### src/hw/rtl/cle_pkg.sv
// cle_pkg: constants, codes and shared types of the canonical line editor
// no dependencies; used by the interfaces, the sequencer, the counter unit and the top level
`timescale 1ns / 1ps

package cle_pkg;

   localparam int LINE_CAPACITY = 32;
   localparam int ByteW = 8;
   localparam int LenW = $clog2(LINE_CAPACITY + 1);
   localparam int IdxW = (LINE_CAPACITY > 1) ? $clog2(LINE_CAPACITY) : 1;
   localparam int CsrIdxW = 8;
   localparam int CsrDataW = 8;

   // character codes
   localparam logic [ByteW-1:0] CH_BS = 8'h08;
   localparam logic [ByteW-1:0] CH_DEL = 8'h7F;
   localparam logic [ByteW-1:0] CH_LF = 8'h0A;
   localparam logic [ByteW-1:0] CH_SPACE = 8'h20;

   // result channel tags
   localparam logic CHAN_ECHO = 1'b0;
   localparam logic CHAN_DOWN = 1'b1;

   // register indexes
   localparam logic [CsrIdxW-1:0] CSR_CANONICAL_MODE = 8'd0;
   localparam logic [CsrIdxW-1:0] CSR_ECHO_ENABLE = 8'd1;

   // kind of item being worked on
   localparam logic [1:0] KIND_RAW = 2'd0;
   localparam logic [1:0] KIND_PLAIN = 2'd1;
   localparam logic [1:0] KIND_LF = 2'd2;

   typedef struct packed {
      logic [LenW-1:0] a;
      logic dec;
      logic [LenW-1:0] bound;
   } cle_unit_req_type;

   typedef struct packed {
      logic [LenW-1:0] sum;
      logic sum_eq;
      logic a_lt;
   } cle_unit_rsp_type;

   typedef struct packed {
      logic we;
      logic [IdxW-1:0] waddr;
      logic [ByteW-1:0] wdata;
      logic re;
      logic [IdxW-1:0] raddr;
   } cle_ram_req_type;

endpackage

### src/hw/rtl/cle_if.sv
// cle channel interfaces: input byte, result and register write channels
// depends on cle_pkg for field widths
`timescale 1ns / 1ps

interface cle_req_if;
   logic valid;
   logic ready;
   logic [cle_pkg::ByteW-1:0] in_byte;

   modport source (output valid, output in_byte, input ready);
   modport sink (input valid, input in_byte, output ready);
endinterface

interface cle_rsp_if;
   logic valid;
   logic ready;
   logic out_channel;
   logic [cle_pkg::ByteW-1:0] out_byte;
   logic last_of_run;

   modport source (output valid, output out_channel, output out_byte, output last_of_run,
                   input ready);
   modport sink (input valid, input out_channel, input out_byte, input last_of_run,
                 output ready);
endinterface

interface cle_csr_if;
   logic valid;
   logic ready;
   logic [cle_pkg::CsrIdxW-1:0] index;
   logic [cle_pkg::CsrDataW-1:0] data;

   modport source (output valid, output index, output data, input ready);
   modport sink (input valid, input index, input data, output ready);
endinterface

### src/hw/rtl/canonical_line_editor.sv
// canonical_line_editor: top level with register bank, sequencer and line store
// depends on cle_pkg, cle_if, cle_ram, cle_cnt_unit and cle_seq
// an ordinary byte, an erase or a raw byte that gives results moves the sequencer out of idle;
// ready stays low until it is back in idle, and output stalls delay each result on the way
// line feed: echo if on, a store read state if the line is not empty, stored bytes one per cycle
// unless the output stalls, then the line feed; the single read port of the line store sets this order
// reset: sequencer idle, line length zero, canonical and echo on; store contents undefined
`timescale 1ns / 1ps

module canonical_line_editor (
   input  logic       clock,
   input  logic       reset,
   cle_req_if.sink    req_bus,
   cle_rsp_if.source  rsp_bus,
   cle_csr_if.sink    csr_bus
);

   logic canonical_ff;
   logic echo_ff;
   logic csr_write;

   cle_pkg::cle_ram_req_type ram_req;
   logic [cle_pkg::ByteW-1:0] ram_rdata;

   assign csr_bus.ready = 1'b1;
   assign csr_write = csr_bus.valid && csr_bus.ready;

   always_ff @(posedge clock) begin
      if (reset) begin
         canonical_ff <= 1'b1;
         echo_ff <= 1'b1;
      end else if (csr_write) begin
         if (csr_bus.index == cle_pkg::CSR_CANONICAL_MODE) begin
            canonical_ff <= csr_bus.data[0];
         end else if (csr_bus.index == cle_pkg::CSR_ECHO_ENABLE) begin
            echo_ff <= csr_bus.data[0];
         end
      end
   end

   cle_seq u_seq (
      .clock          (clock),
      .reset          (reset),
      .canonical_mode (canonical_ff),
      .echo_enable    (echo_ff),
      .req_bus        (req_bus),
      .rsp_bus        (rsp_bus),
      .ram_req        (ram_req),
      .ram_rdata      (ram_rdata)
   );

   cle_ram #(
      .WIDTH (cle_pkg::ByteW),
      .DEPTH (cle_pkg::LINE_CAPACITY)
   ) u_line_store (
      .clock (clock),
      .we    (ram_req.we),
      .waddr (ram_req.waddr),
      .wdata (ram_req.wdata),
      .re    (ram_req.re),
      .raddr (ram_req.raddr),
      .rdata (ram_rdata)
   );

endmodule

### src/hw/rtl/cle_ram.sv
// cle_ram: generic single write port, single read port RAM with registered read
// no dependencies
`timescale 1ns / 1ps

module cle_ram #(
   parameter int WIDTH = 8,
   parameter int DEPTH = 32
) (
   input  logic                                        clock,
   input  logic                                        we,
   input  logic [((DEPTH > 1) ? $clog2(DEPTH) : 1)-1:0] waddr,
   input  logic [WIDTH-1:0]                            wdata,
   input  logic                                        re,
   input  logic [((DEPTH > 1) ? $clog2(DEPTH) : 1)-1:0] raddr,
   output logic [WIDTH-1:0]                            rdata
);

   logic [WIDTH-1:0] mem_ff [DEPTH];
   logic [WIDTH-1:0] rdata_ff;

   always_ff @(posedge clock) begin
      if (we) begin
         mem_ff[waddr] <= wdata;
      end
      // read data holds while re is low
      if (re) begin
         rdata_ff <= mem_ff[raddr];
      end
   end

   assign rdata = rdata_ff;

endmodule

### src/hw/rtl/cle_cnt_unit.sv
// cle_cnt_unit: shared step-and-compare unit for line length and read index
// depends on cle_pkg
`timescale 1ns / 1ps

module cle_cnt_unit (
   input  cle_pkg::cle_unit_req_type op,
   output cle_pkg::cle_unit_rsp_type res
);

   logic [cle_pkg::LenW-1:0] sum;

   always_comb begin
      if (op.dec) begin
         sum = op.a - cle_pkg::LenW'(1);
      end else begin
         sum = op.a + cle_pkg::LenW'(1);
      end
   end

   assign res.sum = sum;
   assign res.sum_eq = (sum == op.bound);
   assign res.a_lt = (op.a < op.bound);

endmodule

### src/hw/rtl/cle_seq.sv
// cle_seq: sequencer of the line editor, line length, output register
// depends on cle_pkg, cle_if and cle_cnt_unit
`timescale 1ns / 1ps

module cle_seq (
   input  logic                      clock,
   input  logic                      reset,
   input  logic                      canonical_mode,
   input  logic                      echo_enable,
   cle_req_if.sink                   req_bus,
   cle_rsp_if.source                 rsp_bus,
   output cle_pkg::cle_ram_req_type  ram_req,
   input  logic [cle_pkg::ByteW-1:0] ram_rdata
);

   localparam logic [2:0] S_IDLE = 3'd0;
   localparam logic [2:0] S_ECHO = 3'd1;
   localparam logic [2:0] S_BS1 = 3'd2;
   localparam logic [2:0] S_SP = 3'd3;
   localparam logic [2:0] S_BS2 = 3'd4;
   localparam logic [2:0] S_RD = 3'd5;
   localparam logic [2:0] S_DRAIN = 3'd6;
   localparam logic [2:0] S_LAST = 3'd7;

   logic [2:0] state_ff, state_in;
   logic [cle_pkg::ByteW-1:0] byte_ff, byte_in;
   logic [1:0] kind_ff, kind_in;
   logic [cle_pkg::LenW-1:0] len_ff, len_in;
   logic [cle_pkg::IdxW-1:0] idx_ff, idx_in;

   logic rsp_valid_ff;
   logic chan_ff;
   logic [cle_pkg::ByteW-1:0] obyte_ff;
   logic last_ff;

   logic out_free;
   logic load;
   logic load_chan;
   logic [cle_pkg::ByteW-1:0] load_byte;
   logic load_last;
   logic accept;

   cle_pkg::cle_unit_req_type unit_req;
   cle_pkg::cle_unit_rsp_type unit_rsp;

   cle_cnt_unit u_cnt (
      .op  (unit_req),
      .res (unit_rsp)
   );

   assign req_bus.ready = (state_ff == S_IDLE);
   assign accept = req_bus.valid && req_bus.ready;
   assign out_free = !rsp_valid_ff || rsp_bus.ready;

   always_comb begin
      state_in = state_ff;
      byte_in = byte_ff;
      kind_in = kind_ff;
      len_in = len_ff;
      idx_in = idx_ff;
      load = 1'b0;
      load_chan = cle_pkg::CHAN_ECHO;
      load_byte = byte_ff;
      load_last = 1'b0;
      unit_req.a = len_ff;
      unit_req.dec = 1'b0;
      unit_req.bound = cle_pkg::LenW'(cle_pkg::LINE_CAPACITY);
      ram_req.we = 1'b0;
      ram_req.waddr = len_ff[cle_pkg::IdxW-1:0];
      ram_req.wdata = req_bus.in_byte;
      ram_req.re = 1'b0;
      ram_req.raddr = idx_ff;

      case (state_ff)
         S_IDLE: begin
            unit_req.dec = req_bus.in_byte inside {cle_pkg::CH_BS, cle_pkg::CH_DEL};
            if (accept) begin
               byte_in = req_bus.in_byte;
               if (!canonical_mode) begin
                  kind_in = cle_pkg::KIND_RAW;
                  state_in = echo_enable ? S_ECHO : S_LAST;
               end else if (req_bus.in_byte inside {cle_pkg::CH_BS, cle_pkg::CH_DEL}) begin
                  // erase on an empty line does nothing
                  if (len_ff != '0) begin
                     len_in = unit_rsp.sum;
                     if (echo_enable) begin
                        state_in = S_BS1;
                     end
                  end
               end else if (req_bus.in_byte == cle_pkg::CH_LF) begin
                  kind_in = cle_pkg::KIND_LF;
                  idx_in = '0;
                  if (echo_enable) begin
                     state_in = S_ECHO;
                  end else if (len_ff != '0) begin
                     state_in = S_RD;
                  end else begin
                     state_in = S_LAST;
                  end
               end else begin
                  kind_in = cle_pkg::KIND_PLAIN;
                  // full line drops the byte silently
                  if (unit_rsp.a_lt) begin
                     ram_req.we = 1'b1;
                     len_in = unit_rsp.sum;
                     if (echo_enable) begin
                        state_in = S_ECHO;
                     end
                  end
               end
            end
         end
         S_ECHO: begin
            if (out_free) begin
               load = 1'b1;
               load_chan = cle_pkg::CHAN_ECHO;
               load_byte = byte_ff;
               load_last = (kind_ff == cle_pkg::KIND_PLAIN);
               if (kind_ff == cle_pkg::KIND_PLAIN) begin
                  state_in = S_IDLE;
               end else if (kind_ff == cle_pkg::KIND_LF && len_ff != '0) begin
                  state_in = S_RD;
               end else begin
                  state_in = S_LAST;
               end
            end
         end
         S_BS1: begin
            if (out_free) begin
               load = 1'b1;
               load_byte = cle_pkg::CH_BS;
               state_in = S_SP;
            end
         end
         S_SP: begin
            if (out_free) begin
               load = 1'b1;
               load_byte = cle_pkg::CH_SPACE;
               state_in = S_BS2;
            end
         end
         S_BS2: begin
            if (out_free) begin
               load = 1'b1;
               load_byte = cle_pkg::CH_BS;
               load_last = 1'b1;
               state_in = S_IDLE;
            end
         end
         S_RD: begin
            ram_req.re = 1'b1;
            ram_req.raddr = idx_ff;
            state_in = S_DRAIN;
         end
         S_DRAIN: begin
            unit_req.a = cle_pkg::LenW'(idx_ff);
            unit_req.bound = len_ff;
            if (out_free) begin
               load = 1'b1;
               load_chan = cle_pkg::CHAN_DOWN;
               load_byte = ram_rdata;
               if (unit_rsp.sum_eq) begin
                  state_in = S_LAST;
               end else begin
                  // fetch the next stored byte while this one goes out
                  ram_req.re = 1'b1;
                  ram_req.raddr = unit_rsp.sum[cle_pkg::IdxW-1:0];
                  idx_in = unit_rsp.sum[cle_pkg::IdxW-1:0];
               end
            end
         end
         S_LAST: begin
            if (out_free) begin
               load = 1'b1;
               load_chan = cle_pkg::CHAN_DOWN;
               load_byte = byte_ff;
               load_last = 1'b1;
               if (kind_ff == cle_pkg::KIND_LF) begin
                  len_in = '0;
               end
               state_in = S_IDLE;
            end
         end
         default: begin
            state_in = S_IDLE;
         end
      endcase
   end

   always_ff @(posedge clock) begin
      if (reset) begin
         state_ff <= S_IDLE;
         len_ff <= '0;
         rsp_valid_ff <= 1'b0;
      end else begin
         state_ff <= state_in;
         len_ff <= len_in;
         if (load) begin
            rsp_valid_ff <= 1'b1;
         end else if (rsp_bus.ready) begin
            rsp_valid_ff <= 1'b0;
         end
      end
   end

   always_ff @(posedge clock) begin
      byte_ff <= byte_in;
      kind_ff <= kind_in;
      idx_ff <= idx_in;
      if (load) begin
         chan_ff <= load_chan;
         obyte_ff <= load_byte;
         last_ff <= load_last;
      end
   end

   assign rsp_bus.valid = rsp_valid_ff;
   assign rsp_bus.out_channel = chan_ff;
   assign rsp_bus.out_byte = obyte_ff;
   assign rsp_bus.last_of_run = last_ff;

   a_len_bound: assert property (@(posedge clock) disable iff (reset)
      len_ff <= cle_pkg::LenW'(cle_pkg::LINE_CAPACITY))
      else $error("line length above capacity");

   a_drain_idx: assert property (@(posedge clock) disable iff (reset)
      (state_ff == S_DRAIN) |-> (cle_pkg::LenW'(idx_ff) < len_ff))
      else $error("drain index past line length");

   a_last_idle: assert property (@(posedge clock) disable iff (reset)
      (load && load_last) |=> (state_ff == S_IDLE))
      else $error("final result without return to idle");

   a_lf_clears: assert property (@(posedge clock) disable iff (reset)
      (state_ff == S_LAST && out_free && kind_ff == cle_pkg::KIND_LF) |=> (len_ff == '0))
      else $error("line not cleared after line feed");

   a_no_load_stalled: assert property (@(posedge clock) disable iff (reset)
      (rsp_valid_ff && !rsp_bus.ready) |-> !load)
      else $error("result overwritten while stalled");

endmodule

### src/flat_wrapper.sv
// flat-port wrapper written by rule: the top's interface ports become plain ports
module canonical_line_editor_flat 
  (clock, reset, req_bus_valid, req_bus_in_byte, req_bus_ready, rsp_bus_valid, rsp_bus_out_channel, rsp_bus_out_byte, rsp_bus_last_of_run, rsp_bus_ready, csr_bus_valid, csr_bus_index, csr_bus_data, csr_bus_ready);
  cle_req_if req_bus_i ();
  cle_rsp_if rsp_bus_i ();
  cle_csr_if csr_bus_i ();
  input  logic clock;
  input  logic reset;
  input wire logic [$bits(req_bus_i.valid)-1:0] req_bus_valid;
  input wire logic [$bits(req_bus_i.in_byte)-1:0] req_bus_in_byte;
  output wire logic [$bits(req_bus_i.ready)-1:0] req_bus_ready;
  output wire logic [$bits(rsp_bus_i.valid)-1:0] rsp_bus_valid;
  output wire logic [$bits(rsp_bus_i.out_channel)-1:0] rsp_bus_out_channel;
  output wire logic [$bits(rsp_bus_i.out_byte)-1:0] rsp_bus_out_byte;
  output wire logic [$bits(rsp_bus_i.last_of_run)-1:0] rsp_bus_last_of_run;
  input wire logic [$bits(rsp_bus_i.ready)-1:0] rsp_bus_ready;
  input wire logic [$bits(csr_bus_i.valid)-1:0] csr_bus_valid;
  input wire logic [$bits(csr_bus_i.index)-1:0] csr_bus_index;
  input wire logic [$bits(csr_bus_i.data)-1:0] csr_bus_data;
  output wire logic [$bits(csr_bus_i.ready)-1:0] csr_bus_ready;
  assign req_bus_i.valid = req_bus_valid;
  assign req_bus_i.in_byte = req_bus_in_byte;
  assign req_bus_ready = req_bus_i.ready;
  assign rsp_bus_valid = rsp_bus_i.valid;
  assign rsp_bus_out_channel = rsp_bus_i.out_channel;
  assign rsp_bus_out_byte = rsp_bus_i.out_byte;
  assign rsp_bus_last_of_run = rsp_bus_i.last_of_run;
  assign rsp_bus_i.ready = rsp_bus_ready;
  assign csr_bus_i.valid = csr_bus_valid;
  assign csr_bus_i.index = csr_bus_index;
  assign csr_bus_i.data = csr_bus_data;
  assign csr_bus_ready = csr_bus_i.ready;
  canonical_line_editor u_core (.clock(clock), .reset(reset), .req_bus(req_bus_i), .rsp_bus(rsp_bus_i), .csr_bus(csr_bus_i));
endmodule
### config.mk
export PLATFORM = sky130hd
export DESIGN_NAME = canonical_line_editor_flat
export DESIGN_NICKNAME = d
export VERILOG_FILES = /design/src/hw/rtl/cle_pkg.sv /design/src/hw/rtl/cle_if.sv /design/src/hw/rtl/canonical_line_editor.sv /design/src/hw/rtl/cle_ram.sv /design/src/hw/rtl/cle_cnt_unit.sv /design/src/hw/rtl/cle_seq.sv /design/src/flat_wrapper.sv
export SDC_FILE = /design/constraint.sdc
export NUM_CORES = 1
export LEC_CHECK = 0
export ABC_AREA = 1
export ABC_CLOCK_PERIOD_IN_PS = 11300
export BUFFER_PORTS_ARGS = -buffer_cell sky130_fd_sc_hd__clkbuf_2
export CAP_MARGIN = 25
export CORE_UTILIZATION = 40
export DETAILED_ROUTE_END_ITERATION = 12
export PLACE_DENSITY = 0.66
export SLEW_MARGIN = 10
export SYNTH_ARGS = -nofsm -noshare
export SYNTH_HDL_FRONTEND = slang
export SYNTH_SLANG_ARGS = --single-unit
export TNS_END_PERCENT = 10
### constraint.sdc
create_clock -name clock -period 11.3 [get_ports clock]
set_input_delay 2.26 -clock clock [delete_from_list [all_inputs] [get_ports clock]]
set_output_delay 2.26 -clock clock [all_outputs]
set_load 0.02 [all_outputs]
==> impl_metrics.toml, run 1 <==
[logic_synthesis]
syn_area_per_cell_um2 = 9.647
synth_cells = 1480
synth.area.top_cells = "edfxtp_1, nand3_1, nand2_1, inv_1, dfxtp_1"
synth_most_common_cell = "nand2_1"
synth_top_area_cell = "edfxtp_1"
synth_nets = 1518
yosysUniqueCellTypes = 46
ys.flop_type = "edfxtp_1"
synth_edf_count = 289
synth_commonest_cells = "nand2_1, nand3_1, inv_1"
yosys_warnings = 0
synth_top_area_share_pct = 60.78
ys_async_sr_fraction_pct = 0
yosysSeqAreaShare_pct = 62.47
ys_seq_elements = 301
synth_area_um2 = 14280

[routing]
drc = 0
drt-pass1-iter-count = 5
finalWirelength_mm = 33.72
wl_per_cell_um = 17.00
vias_per_cell = 5.089
drt-initial-drc-count = 915
vias = 10100
ant_nets = 0

[worst_setup_path]
timing.critical_path.fanout_max = 48
critPathTopFamily = "simple AND/OR/NAND/NOR gates"
crit_slowest_cell = "nand2_2"
path_buf_inv = 4
worst_ep_required_time_ns = 11.60
cpPeakStageDelay_ns = 0.68
arrival_ns = 7.94
path_class = "primary input to flip-flop"
crit_path_frequent_cell = "nand2_1"
end_kind = "flip-flop"
startpoint_type = "primary input"

[floorplanning]
die_y_um = 190.9
io_pins = 42
coreArea_um2 = 34800
core.rowCount = 68
die-area_um2 = 36450
start_util_pct = 41.03
die_w_um = 190.9

[clocking]
numCtsBuffers = 31
post-cts-setup-buffer-count = 0
ctsHoldBuffers = 0
clockBufferDepth = 3
clk_pin_slew_ns = 0.07
cts_max_level = 1
cts_resized = 0
cts.sinks = 301
worstSkewPairLatency_ns = 0.58
cts_tree = "done"
cts_root_buf = "clkbuf_16"

[sta]
finClkSkew_ns = 0.01951
finalCritPeriodShare_pct = 67.58
totalNegativeSetupSlack_ns = 0
hold_viol_final = 0
period_needed_ns = 7.637
drv_slew = 0
rsz0062_at_grt = "no"
max_freq_mhz = 130.9
worst_slew_pin_slew_ns = 0.9261
slew_headroom_pct = 38.03
post-route-worst-setup-slack_ns = 3.663
final-setup-viol-count = 0

[placement]
preCtsSetupSlack_ns = 3.104
place_congestion = 0.8670
portBuffers = 33
dp_cells = 1926
dpl.hpwl_mm = 20.12

[final_layout]
finalNonFillerCells = 1984
multi_input_area_um2 = 3877
regArea_um2 = 8919
area_growth_pct = 11.29
antenna_cells = 0
drive_above_1_share_pct = 8.633
n_fill_cell = 3208
nets = 1543

[grt]
grtUsageMet1_pct = 25.29
grt_max_degree = 66
grt_pass1_vias = 9763
antenna_found_initial = 0
use_met2_pct = 30.45
track_usage_pct = 19.08
met3_usage_pct = 3.874
gr-max-usage-layer = "met2"
grt_overflow = 0
grt_pass1_wl_mm = 53.30

[pwr]
ir_drop_v = 0.0001335
leakagePower_nw = 6.802
power.density_nw_per_um2 = 216.3
power_w = 0.003438

[run]
cap_violations = 0

[hold_path]
hold_path_class = "flip-flop to flip-flop"

[outcome]
status = "finished, final reports clean"
-- path summary, 6_finish.rpt --
kind                                               start                            to  slack [ns]  cells past startpoint
worst max-delay path                  req_bus_in_byte[3]  u_core.u_line_store.rdata[5]        3.66                     29
worst min-delay path              u_core.u_seq.len_ff[5]        u_core.u_seq.len_ff[5]        0.52                      2
worst max register to register  u_core.u_seq.state_ff[2]  u_core.u_line_store.rdata[5]        5.33                     29
worst min register to register    u_core.u_seq.len_ff[5]        u_core.u_seq.len_ff[5]        0.52                      2
-- worst reg2reg max path: cells and delay by family, from the launching register on --
kind / cells / cell delay (ns)
AO/OA/AOI/OAI: 1 / 0.14
buffers and inverters: 4 / 0.92
adder cells (fa/ha/maj): 1 / 0.36
AND/OR/NAND/NOR: 23 / 3.88
flip-flops: 1 / 0.40
-- per-stage QoR --
step / cell area, um^2 / hold slack (ns) / utilization, %
2_1_floorplan: 14280 / 0.4756 / -
3_5_place_dp: 14810 / 0.5059 / 42.57
5_1_grt: 15890 / 0.5475 / 45.66
3_3_place_gp: 14790 / 0.4912 / 42.49
4_1_cts: 15880 / 0.5156 / 45.65
6_report: 15890 / 0.5155 / 45.66
-- per-layer routing --
metal | vias to the layer above | wire length (um)
li1 | 4903 | -
met1 | 4737 | 14030
met2 | 373 | 15440
met3 | 83 | 2952
met4 | 0 | 1302
met5 | - | 0
-- placed cells by master (no fill, tap or decap), drive strengths merged, types with 2 or more instances in the layout --
cell type	Yosys	final
nand3b	24	24
nand2	342	342
nand4	5	5
nor2	66	66
nand3	296	296
edfxtp	289	289
buf	45	21
dfxtp	12	12
o21bai	2	2
clkbuf	17	66
o21ai	16	16
clkinv	2	17
inv	301	302
nor4	2	2
a21oi	21	21
o22ai	2	2
xor2	2	2
ha	9	9
clkinvlp	0	2
nor3	14	14
bufinv	0	6
-- sequential cells by signal, summed over array words and instances (netlist names) --
| name | count |
|---|---|
| u_core.u_line_store.mem_ff | 256 |
| u_core.u_line_store.rdata | 8 |
| u_core.u_seq.byte_ff | 8 |
| u_core.u_seq.rsp_bus.out_byte | 8 |
| u_core.u_seq.len_ff | 6 |
| u_core.u_seq.idx_ff | 5 |
| u_core.u_seq.state_ff | 3 |
| u_core.u_seq.kind_ff | 2 |
| u_core.canonical_ff | 1 |
| u_core.echo_ff | 1 |
| u_core.u_seq.rsp_bus.last_of_run | 1 |
| u_core.u_seq.rsp_bus.out_channel | 1 |
| u_core.u_seq.rsp_bus.valid | 1 |
-- cell type report --
type | instances | share of cell area (%)
inverter | 303 | 7.190
clock buffer | 33 | 4.930
clock inverter | 24 | 1.811
tap | 455 | 3.583
timing repair buffer | 54 | 1.953
sequential | 301 | 56.13
multi-input combinational | 814 | 24.40
-- cells by family (layout without fill, tap and decap cells) --
group,after synthesis,in the layout,share of synthesized area (%)
and+or+nand+nor,749,749,23.68
xor gates and xnor gates,3,3,0.1841
adders and majority gates,9,9,0.7887
other,1,1,0.02627
buffers and inverters,365,414,10.41
AOI/OAI and AO/OA,52,52,2.445
DFF,301,301,62.47
-- where the power goes --
part           total (W)  internal (W)  switching [W]
Sequential       0.00134       0.00131      0.0000310
Clock            0.00107      0.000639       0.000432
Combinational    0.00102      0.000275       0.000749
Total            0.00344       0.00223        0.00121
Power figures use the tool's default switching activity.
==> run 2: changes to the inputs <==
--- a/config.mk
+++ b/config.mk
@@ -6,7 +6,7 @@
 export NUM_CORES = 1
 export LEC_CHECK = 0
 export ABC_AREA = 1
-export ABC_CLOCK_PERIOD_IN_PS = 11300
+export ABC_CLOCK_PERIOD_IN_PS = 7300
 export BUFFER_PORTS_ARGS = -buffer_cell sky130_fd_sc_hd__clkbuf_2
 export CAP_MARGIN = 25
 export CORE_UTILIZATION = 40
==> constraint.sdc (replaced) <==
create_clock -name clock -period 7.3 [get_ports clock]
set_input_delay 1.46 -clock clock [delete_from_list [all_inputs] [get_ports clock]]
set_output_delay 1.46 -clock clock [all_outputs]
set_load 0.02 [all_outputs]
==> run 2 against run 1 <==
Combinational power up 62%. Critical path type unchanged. Design area up 0.58%. First-iteration DRC count down 0.11%. Count of clock-buffer cells in the layout up 4. Sequential share of layout area down 0.33 points. Register-to-register slack worse by 3.5 ns. Critical endpoint unchanged. Worst hold slack worse by 0.0092 ns. Non-clock buffer count up 10. Clock skew down 0.0053 ns. Power up 54%.
==> impl_metrics.toml, run 2 (same netlist as run 1, synthesis figures left out) <==
[final_layout]
multi_input_area_um2 = 3877
drive_above_1_share_pct = 8.636
layout_commonest_cell = "nand2_1"
largest_register = "u_core.u_line_store.mem_ff"
regArea_um2 = 8919
largest_reg_flops = 256
n_fill_cell = 3160
finalNonFillerCells = 1995
mostFrequentLayoutCells = "nand2_1, nand3_1, inv_1"
antenna_cells = 0
nets = 1553
area_growth_pct = 11.94

[sta]
final-setup-viol-count = 0
max_freq_mhz = 163.3
post-route-worst-setup-slack_ns = 1.176
finClkSkew_ns = 0.01425
rsz0062_at_grt = "no"
totalNegativeSetupSlack_ns = 0
slew_headroom_pct = 43.78
worst_slew_pin_slew_ns = 0.8401
hold_viol_final = 0
finalCritPeriodShare_pct = 83.90
period_needed_ns = 6.124
drv_slew = 0

[worst_setup_path]
startpoint_type = "primary input"
reg2reg_from = "u_core.u_seq.state_ff[2]"
cpPeakStageDelay_ns = 0.80
end_kind = "flip-flop"
path_buf_inv = 4
r2r-end = "u_core.u_line_store.rdata[5]"
worst_ep_required_time_ns = 7.59
crit_slowest_cell = "nand2_2"
reg2reg_depth = 28
rrSetupSlack_ns = 1.88
path_class = "primary input to flip-flop"
crit_path_frequent_cell = "nand2_1"
timing.critical_path.fanout_max = 35
cp.depth = 28
arrival_ns = 6.42
critPathTopFamily = "simple AND/OR/NAND/NOR gates"

[routing]
drc = 0
vias = 10160
wl_per_cell_um = 16.96
drt-initial-drc-count = 914
drt-pass1-iter-count = 5
vias_per_cell = 5.093
ant_nets = 0
finalWirelength_mm = 33.83

[grt]
antenna_found_initial = 0
grt_pass1_vias = 9722
track_usage_pct = 18.91
grt_pass1_wl_mm = 52.79
grt_overflow = 0
grt_max_degree = 81

[placement]
place_congestion = 0.9066
portBuffers = 33
dp_cells = 1934
preCtsSetupSlack_ns = 0.7005
dpl.hpwl_mm = 21.06

[clocking]
cts_resized = 0
clockBufferDepth = 3
cts.sinks = 301
numCtsBuffers = 31
worstSkewPairLatency_ns = 0.56
cts_root_buf = "clkbuf_16"
clk_pin_slew_ns = 0.07
ctsHoldBuffers = 0
cts_max_level = 1
cts_tree = "done"
post-cts-setup-buffer-count = 0

[pwr]
pwr-share-seq_pct = 39.3
leakagePower_nw = 6.838
ir_drop_v = 0.0002273
netSwitchingFraction_pct = 35.17
power.internal_w = 0.003429
p_clk_share_pct = 29.4
power.density_nw_per_um2 = 330.9
p_sw_w = 0.001860
combPwrFrac_pct = 31.2

[floorplanning]
die_w_um = 190.9
io_pins = 42
start_util_pct = 41.03
die_y_um = 190.9
core.rowCount = 68
coreArea_um2 = 34800
die-area_um2 = 36450

[hold_path]
whs_path_depth = 2
hold_path_class = "flip-flop to flip-flop"
worstHoldStart = "u_core.u_seq.len_ff[5]"
hold_end = "u_core.u_seq.len_ff[5]"

[run]
cap_violations = 0

[outcome]
status = "finished, final reports clean"
## run 2: how the worst max path moves through the flow
| stage | endpoint | from | slack (ns) |
|---|---|---|---|
| floorplan | u_core.u_line_store.rdata[0] | req_bus_in_byte[7] | 2.74 |
| finish | u_core.u_line_store.rdata[5] | req_bus_in_byte[1] | 1.18 |
| detailed placement | u_core.u_line_store.rdata[5] | req_bus_in_byte[1] | 0.70 |
| global placement | u_core.u_line_store.rdata[2] | req_bus_in_byte[1] | 0.81 |
| global route | u_core.u_line_store.rdata[5] | req_bus_in_byte[1] | 0.79 |
| CTS | u_core.u_line_store.rdata[4] | req_bus_in_byte[1] | 1.26 |
## run 2: cell type report
class	count	area share [%]
Multi-Input combinational cell	814	24.26
Clock buffer	37	4.995
Sequential cell	301	55.81
Tap cell	455	3.562
Timing Repair Buffer	64	2.975
Inverter	303	7.148
Clock inverter	21	1.253
## run 2: worst min-delay path: cells and delay by family, from the launching register on
kind               cells  cell delay (ns)
and+or+nand+nor        1             0.07
AOI/OAI and AO/OA      1             0.05
DFF                    1             0.34
## run 2: per-layer routing
metal  up-vias  track usage (%)  wire (um)
met5         -                0          0
met4         0            5.323        927
met3        61            2.717       2300
met2       344            31.35      16050
met1      4837            25.77      14550
li1       4918                -          -
## run 2: per-stage QoR
| stage | utilization (%) | total power (W) | cell area (um^2) | hold WS [ns] |
|---|---|---|---|---|
| 6_report | 45.93 | 0.005289 | 15980 | 0.5063 |
| 5_1_grt | 45.93 | 0.005558 | 15980 | 0.5237 |
| 4_1_cts | 45.82 | 0.005290 | 15940 | 0.5036 |
| 3_5_place_dp | 42.95 | 0.003731 | 14950 | 0.4939 |
| 3_3_place_gp | 42.78 | 0.003684 | 14890 | 0.4902 |
| 2_1_floorplan | - | 0.003234 | 14280 | 0.4756 |
## run 2: power by group through the flow
stage                     combinational, W  clock [W]  sequential (W)
after floorplan                    0.00110          0         0.00214
after global placement             0.00157          0         0.00211
after detailed placement           0.00162          0         0.00212
after CTS                          0.00163    0.00158         0.00208
after global routing               0.00183    0.00164         0.00209
final                              0.00165    0.00156         0.00208
